### config.mk
export PLATFORM = sky130hd
export DESIGN_NAME = pfl_alu
export DESIGN_NICKNAME = d
export VERILOG_FILES = /design/src/pfl_pkg.sv /design/src/pfl_alu.sv
export SDC_FILE = /design/constraint.sdc
export NUM_CORES = 1
export LEC_CHECK = 0
export BUFFER_PORTS_ARGS = -buffer_cell sky130_fd_sc_hd__buf_2
export CAP_MARGIN = 20
export CORE_AREA = 5 5 61 63
export DETAILED_ROUTE_END_ITERATION = 8
export DIE_AREA = 0 0 66 68
export GPL_TIMING_DRIVEN = 1
export PLACE_DENSITY = 0.8
export SYNTH_ARGS = -nofsm -noshare
export SYNTH_HDL_FRONTEND = slang
export SYNTH_SLANG_ARGS = --single-unit
### constraint.sdc
create_clock -name vclk -period 3.17
set_clock_uncertainty 0.1 [all_clocks]
set_input_delay 0.634 -clock vclk [all_inputs]
set_output_delay 0.634 -clock vclk [all_outputs]
set_load 0.01 [all_outputs]
### src/pfl_pkg.sv
package pfl_pkg;

  // Sizing
  localparam int NUM_FRAMES = 1024;
  localparam int NUM_LISTS  = 4;
  localparam int FRAME_W    = $clog2(NUM_FRAMES);
  localparam int LIST_W     = $clog2(NUM_LISTS);
  localparam int TAG_W      = $clog2(NUM_LISTS + 1);
  localparam int SIZE_W     = $clog2(NUM_FRAMES + 1);
  localparam int SUM_W      = SIZE_W + 2;
  localparam int ALU_W      = SUM_W;

  // Field widths of the channels
  localparam int ACTION_W  = 2;
  localparam int LIST_ID_W = 2;
  localparam int FIDX_W    = 10;
  localparam int STATUS_W  = 2;
  localparam int COUNT_W   = 11;
  localparam int CFG_W     = 11;
  localparam int CFG_IDX_W = 1;

  // List codes
  localparam logic [TAG_W-1:0]  NO_LIST         = TAG_W'(NUM_LISTS);
  localparam logic [LIST_W-1:0] LIST_MODIFIED   = LIST_W'(3);
  localparam logic [LIST_W-1:0] LIST_LAST_AVAIL = LIST_W'(2);

  // Register reset values
  localparam logic [CFG_W-1:0] THR_RST = CFG_W'(10);
  localparam logic [CFG_W-1:0] MIN_RST = CFG_W'(64);

  typedef enum logic [CFG_IDX_W-1:0] {
    CFG_MOD_THR   = 1'd0,
    CFG_MIN_AVAIL = 1'd1
  } cfg_idx_t;

  typedef enum logic [ACTION_W-1:0] {
    ACT_INSERT    = 2'd0,
    ACT_REM_HEAD  = 2'd1,
    ACT_REM_TAIL  = 2'd2,
    ACT_REM_NAMED = 2'd3
  } action_t;

  typedef enum logic [STATUS_W-1:0] {
    ST_DONE   = 2'd0,
    ST_EMPTY  = 2'd1,
    ST_MISUSE = 2'd2
  } status_t;

  typedef enum logic [1:0] {
    ALU_ADD,
    ALU_SUB,
    ALU_CMP
  } alu_op_t;

  // Frame store access: one write per array, one shared read address
  typedef struct packed {
    logic [FRAME_W-1:0] raddr;
    logic               next_we;
    logic [FRAME_W-1:0] next_waddr;
    logic [FRAME_W-1:0] next_wdata;
    logic               prev_we;
    logic [FRAME_W-1:0] prev_waddr;
    logic [FRAME_W-1:0] prev_wdata;
    logic               tag_we;
    logic [FRAME_W-1:0] tag_waddr;
    logic [TAG_W-1:0]   tag_wdata;
  } mem_req_t;

  typedef struct packed {
    logic [FRAME_W-1:0] next_q;
    logic [FRAME_W-1:0] prev_q;
    logic [TAG_W-1:0]   tag_q;
  } mem_rsp_t;

endpackage

### src/pfl_alu.sv
module pfl_alu import pfl_pkg::*; (
  input  alu_op_t          op,
  input  logic [ALU_W-1:0] a,
  input  logic [ALU_W-1:0] b,
  output logic [ALU_W-1:0] y,
  output logic             lt
);

  // Shared count update and compare
  always_comb begin
    lt = (a < b);
    case (op)
      ALU_ADD: y = a + b;
      ALU_SUB: y = a - b;
      ALU_CMP: y = '0;
      default: y = '0;
    endcase
  end

endmodule

Yosys cells after proc, flatten, opt, wreduce, memory -nomap -nowiden
Index checks and enable logic that the tools add are counted.

word-level totals
  flip-flop bits (word level) = 0

cells by class
  add/subtract/negate cells = 2
  $lt $le $gt $ge = 1
  eq/ne operators = 1
  muxes and demuxes = 1
  reductions and logical operators = 1

operator list
  operator              count
  $pmux W13 S2          1
  $add A13 B13 Y13      1
  $lt A13 B13 Y1        1
  $sub A13 B13 Y13      1
  $eq A2 B1 Y1 const B  1
  $logic_not A2 Y1      1

Longest topological paths before layout
Gate-level depths: netlist (run 1).

  word-level depth = 2
  depth in mapped cells = 10

Worst setup path before layout (run 1)
OpenSTA, ideal clock, no wires.

  path kind = input-to-output
  start = in a[0]
  end = out y[12]
  arrival = 2,386 ps
  path slack = 50 ps
  stages = 10
  buffers on the path = 0
  cell sequence = inv_1 > ha_1 > inv_1 > fa_1 > a211oi_1 > o211ai_1 > nand4_1 > nor2_1 > a211oi_1 > mux2_4

on the way
  cells in the longest elaborated chain, start to end = 2

RTL lines
  item                                                         RTL line                      RTL
  from (decl)                                                  pfl_alu.sv:3                  input logic [ALU_W-1:0] a,
  $sub A13 B13 Y13 / $add A13 B13 Y13 (equally long branches)  pfl_alu.sv:14, pfl_alu.sv:13
  $pmux W13 S2 (*)                                             pfl_alu.sv:12                 case (op)
  to (decl)                                                    pfl_alu.sv:5                  output logic [ALU_W-1:0] y,

Every way passes the cells marked *; elsewhere a longest branch is shown, timed or not.

Worst setup path after layout (run 1)
Same ends and word-level chain as after synthesis.

==> summary.txt, run 1 <==
Outcome
  – Status: finished, violations left
  – Failing checks: negative setup slack

STA
  – Final setup TNS: -0.212 ns
  – Fin crit period: 3.28 ns
  – Final Slew Violations: 0
  – Post-route setup slack: -0.109 ns
  – Final Hold Viols: 0
  – Relative slew margins: 71.4%
  – Tcrit/Tclk final: 103%
  – RSZ-0062 raised after global routing: true
  – Fmax: 0.305 GHz
  – Slew @ Worst Pin: 0.430 ns
  – Setup-failing EPs final: 4

Place
  – Pre-CTS WS: -0.354 ns
  – IO Port Bufs: 42
  – Post-DP Area: ~1800 µm²
  – Placed cell count: 300
  – HPWL after detailed placement: 3.18 mm
  – Routability cong.: 0.902

Global route
  – GR Overflow Total: 0
  – Initial antenna violation count: 0
  – GRT Total Usage: 17.5%
  – Vias in the first global route: 1,619
  – Global-route wire length before repair: 6.51 mm
  – Maximum number of pins on one net before global-route repair: 20

Power and ir drop
  – Pwr Density: 199 nW/µm²
  – Total leakage power: approximately 0.96 nW
  – Peak VDD IR: roughly 0.000075 V

Worst setup path
  – CP max FO: 2
  – CP startpoint: a[0]
  – Setup crit end kind: output port
  – CP arrival: 2.55 ns
  – CP Launch Type: input port
  – Critical Path RT: between 2 and 2.5 ns
  – Cell chain of the critical path: buf_8, buf_4, ha_4, fa_2, nor2b_4, o21ai_4, nand2_2, a41oi_2, a211oi_2, mux2_4, buf_6
  – Max incr delay on CP: 0.33 ns
  – Crit-path slowest cell: fa_2
  – Setup Crit Path Kind: in2out

Routing
  – Vias per cell: 5.43
  – TritonRoute pass-1 iters: 5
  – Remaining antenna violation count: 0
  – Initial DRC count: 107
  – Via count: around 1.6k
  – WL final: 4.19 mm
  – DRC Markers: 0
  – WL/cell: 13.9 µm

Logic synthesis
  – Post-synthesis cell area: approximately 1400 µm²
  – Post-synth top area cell: ha_1
  – Top post-synthesis cells by area: ha_1 23%, nor2_1 6.9%, a21oi_1 6.3%, inv_1 5.6%, fa_1 3.0%
  – Synth top area share: 23.1%
  – Synth cell types: 54
  – Average size of a mapped cell: 6.90 µm²
  – Cells after Synth: roughly 200
  – Synth warn: 0
  – Syn nets: 251
  – Register area share after synthesis: 0%

Layout
  – Fillers: 261
  – FFs & Latches: 0
  – Ant. Diodes: 0
  – Layout cells sized above 1: 44.5%
  – Seq. cell area: 0 µm²
  – Synth-to-Final Area Change: 50.5%
  – Clock buffers: 0
  – Nets: 313
  – Post-Layout Cell Count: 302
  – Design area: 2040 µm²
  – Final core area utilization: 64.0%

Run
  – Max Cap Viol: 0

Die
  – Full die area: roughly 4500 µm²
  – Die width: between 60 and 70 µm
  – Initial core utilization: 42.5%
  – Core area: 3180 µm²
  – Num ports: 42
  – Row cnt: 21
  – Die height: 68 µm

Worst hold path
  – Hold crit path type: in2out
  – Hold path start: a[12]
-- cells by family (layout without fill, tap and decap cells) --
kind of cell               after synthesis  in the layout  synth area share, %
and+or+nand+nor                         65             65                 23.6
AOI/OAI and AO/OA                       62             62                 32.9
buffers and inverters                   33             93                 10.6
adders and majority gates               27             27                 26.1
xor gates and xnor gates                 5              5                 3.24
muxes                                    4              4                 3.51
-- layout make-up --
| class | instances | area (µm²) | area share [%] |
|---|---|---|---|
| Multi-Input combinational cell | 163 | 1420 | 69.7 |
| Timing Repair Buffer | 71 | 469 | 23.0 |
| Inverter | 22 | 90.1 | 4.43 |
| Tap cell | 46 | 57.6 | 2.83 |
-- worst max-delay path, delay by kind of cell --
kind	cells	cell delay, ns
multiplexers	1	0.32
adder cells (fa/ha/maj)	2	0.49
AND/OR/NAND/NOR	2	0.23
AO/OA/AOI/OAI	3	0.52
buffers and inverters	3	0.35
-- cell usage in the layout, fill, tap and decap left out, drive strengths merged, types with 4 or more instances in the layout --
master and instances:
xnor2 4, nand3 7, a21oi 17, o21ai 14
nor2b 5, nand2 8, nor2 25, buf 71
nor3 9, ha 25, inv 22
-- per-stage QoR --
stage                     hold slack (ns)  total power, mW
after detailed placement             1.53            0.333
after global routing                 1.56            0.440
after global placement               1.53            0.325
final                                1.54            0.405
after CTS                            1.54            0.367
after floorplan                      1.32            0.215
-- where the power goes --
part | switching [mW] | internal [mW]
registers | 0 | 0
logic | 0.208 | 0.197
clock network | 0 | 0
-- repair_timing --
item                       in CTS  in global routing
setup endpoints to repair       8                  8
pin swaps                      17                 15
hold buffers                    0                  0
setup buffers                   2                  1
gates resized for setup        26                 26
-- worst paths after layout --
path              endpoint  slack [ns]  cells after the start
setup / recovery     y[12]       -0.11                     11
hold / removal          lt        1.54                      4
-- layer usage --
| metal | vias to the layer above | GRT usage (%) | wire length (µm) |
|---|---|---|---|
| met2 | 53 | 33.8 | 2150 |
| met3 | 13 | 0.493 | 173 |
| met5 | - | 0 | 0 |
| li1 | 821 | - | - |
| met1 | 754 | 20.9 | 1750 |
| met4 | 0 | 5.58 | 117 |
-- cell usage after synthesis, drive strengths merged (2+ instances only) --
library cell  number
inv               22
ha                25
nor2b              5
nand4b             2
nor3               9
a221oi             3
o21bai             2
a211o              3
nand3              7
a21o               3
o211ai             2
nand2              8
mux2               3
nand2b             3
o21a               2
o31ai              2
buf               10
fa                 2
a21oi             17
nor2              25
o21ai             14
a211oi             3
xnor2              4
Note: power is estimated with default switching activity, not from simulation.
==> run 2, diff against run 1 <==
--- a/config.mk
+++ b/config.mk
@@ -7,9 +7,9 @@
 export LEC_CHECK = 0
 export BUFFER_PORTS_ARGS = -buffer_cell sky130_fd_sc_hd__buf_2
 export CAP_MARGIN = 20
-export CORE_AREA = 5 5 61 63
+export CORE_AREA = 2 2 58 60
 export DETAILED_ROUTE_END_ITERATION = 8
-export DIE_AREA = 0 0 66 68
+export DIE_AREA = 0 0 60 62
 export GPL_TIMING_DRIVEN = 1
 export PLACE_DENSITY = 0.8
 export SYNTH_ARGS = -nofsm -noshare
==> summary.txt, run 2 (same netlist as run 1, synthesis figures left out) <==
Die
  – Die width: 60 µm (was 66 µm)
  – Initial core utilization: 42.5% (unchanged)
  – Num ports: 42 (unchanged)
  – Core area: 3180 µm² (unchanged)
  – Full die area: 3720 µm² (was 4490 µm²)
  – Row cnt: 21 (unchanged)
  – Die height: 62 µm (was 68 µm)

Routing
  – Remaining antenna violation count: 0 (unchanged)
  – WL/cell: 12.7 µm (was 13.9 µm)
  – Initial DRC count: 47 (was 107)
  – Via count: 1,660 (was 1,641)
  – Vias per cell: 5.39 (was 5.43)
  – WL final: 3.90 mm (was 4.19 mm)
  – TritonRoute pass-1 iters: 4 (was 5)
  – DRC Markers: 0 (unchanged)

STA
  – Final Slew Violations: 0 (unchanged)
  – Tcrit/Tclk final: 102% (was 103%)
  – Slew @ Worst Pin: 0.357 ns (was 0.430 ns)
  – Setup-failing EPs final: 5 (was 4)
  – Fin crit period: 3.25 ns (was 3.28 ns)
  – Fmax: 0.308 GHz (was 0.305 GHz)
  – Post-route setup slack: -0.0758 ns (was -0.109 ns)
  – Final Hold Viols: 0 (unchanged)
  – Relative slew margins: 76.2% (was 71.4%)
  – RSZ-0062 raised after global routing: true (unchanged)

Power and ir drop
  – Total leakage power: 1.00 nW (was 0.959 nW)
  – Peak VDD IR: 0.0000773 V (was 0.0000748 V)
  – Pwr Density: 196 nW/µm² (was 199 nW/µm²)
  – Power Total: 0.407 mW (was 0.405 mW)

Worst setup path
  – Setup Crit Path Kind: in2out (unchanged)
  – Delay-heaviest family, CP: compound AO/OA/AOI/OAI gates (unchanged)
  – Cell chain of the critical path: buf_8, inv_4, ha_4, inv_2, fa_2, a211oi_2, o211ai_1, nand4_1, nor2_2, a211oi_2, mux2_4, buf_6 (was buf_8, buf_4, ha_4, fa_2, nor2b_4, o21ai_4, nand2_2, a41oi_2, a211oi_2, mux2_4, buf_6)
  – CP Launch Type: input port (unchanged)
  – CP startpoint: a[0] (unchanged)
  – Path length in cells of the critical path: 12 (was 11)
  – Crit-path slowest cell: fa_2 (unchanged)
  – CP max FO: 2 (unchanged)
  – CP arrival: 2.51 ns (was 2.55 ns)
  – Critical Path RT: 2.44 ns (about the same)
  – Cell mode on critical path: a211oi_2
  – Max incr delay on CP: 0.34 ns (was 0.33 ns)
  – Crit path to: y[12] (unchanged)
  – Buf/Inv on CP: 4 (was 3)
  – Setup crit end kind: output port (unchanged)

Run
  – Max Cap Viol: 0 (unchanged)

Place
  – HPWL after detailed placement: 2.91 mm (was 3.18 mm)
  – IO Port Bufs: 42 (unchanged)
  – Routability cong.: 0.844 (was 0.902)
  – Placed cell count: 300 (unchanged)

Global route
  – Global-route wire length before repair: 5.66 mm (was 6.51 mm)
  – Maximum number of pins on one net before global-route repair: 20 (unchanged)
  – Vias in the first global route: 1,415 (was 1,619)
  – Initial antenna violation count: 0 (unchanged)
  – GR Overflow Total: 0 (unchanged)
  – GRT Total Usage: 19.0% (was 17.5%)

Layout
  – FFs & Latches: 0 (unchanged)
  – Post-Layout Cell Count: 308 (was 302)
  – Nets: 319 (was 313)
  – Final core area utilization: 65.5% (was 64.0%)
  – Layout cells sized above 1: 45.0% (was 44.5%)
  – Most common cell after layout, fill and taps aside: buf_2 (unchanged)
  – Synth-to-Final Area Change: 54.0% (was 50.5%)
  – Ant. Diodes: 0 (unchanged)
  – Clock buffers: 0 (unchanged)
  – Seq. cell area: 0 µm² (unchanged)
  – Most frequent cells in the layout: 38 x buf_2, 29 x buf_4, 22 x nor2_1, 19 x ha_1, 17 x inv_1 (was 36 x buf_2, 29 x buf_4, 23 x nor2_1, 17 x ha_1)

Worst hold path
  – Hold crit path type: in2out (unchanged)

Outcome
  – Failing checks: negative setup slack (unchanged)
  – Status: finished, violations left (unchanged)

Clock network
  – CTS Hold Bufs: 0 (unchanged)
run 2: cell types whose count changed in the layout (fill, tap and decap cells not counted), moves of 2 or more:
| cell | delta |
|---|---|
| buf_6 | +3 |
| buf_2 | +2 |
| ha_1 | +2 |
| inv_1 | +2 |
run 2: how the worst min path moves through the flow:
stage,slack (ns),cells past startpoint,startpoint,to
2_1_floorplan,1.32,2,b[0],y[0]
3_3_place_gp,1.53,4,b[0],y[0]
3_5_place_dp,1.54,4,b[0],y[0]
4_1_cts,1.56,4,b[0],y[0]
5_1_grt,1.54,4,b[0],y[0]
6_report,1.52,4,b[0],y[0]
run 2: routing by layer:
metal  routed length [µm]  global-route usage [%]  vias up
met5                    0                       0        -
met4                   29                    3.49        0
met3                  158                   0.828        4
met2                 2040                    36.6       42
met1                 1670                    23.5      775
li1                     -                       -      839
run 2: report_power, final:
part | total (mW) | internal [mW] | switching [mW]
logic | 0.407 | 0.203 | 0.205
clock network | 0 | 0 | 0
registers | 0 | 0 | 0
total | 0.407 | 0.203 | 0.205
run 2: final cells by class:
type	count	area, µm²
Multi-Input combinational cell	163	1410
Timing Repair Buffer	77	528
Inverter	22	87.6
Tap cell	46	57.6
Fill cell	270	1100
run 2: stage by stage:
step                      setup slack, ns  instance area [µm²]  hold WS [ns]  TNS [ns]
after floorplan                    0.0499                 1350          1.32         0
after global placement             -0.328                 1760          1.53     -1.04
after detailed placement           -0.346                 1760          1.54     -1.19
after CTS                          -0.127                 1920          1.56    -0.392
after global routing               -0.157                 2080          1.54    -0.910
final                             -0.0758                 2080          1.52    -0.216
run 2: timing repair:
item | CTS | global route
gates resized for setup | 25 | 29
pin swaps | 16 | 20
setup buffers | 4 | 4
endpoints found under the setup margin | 8 | 8
cloned | 0 | 0
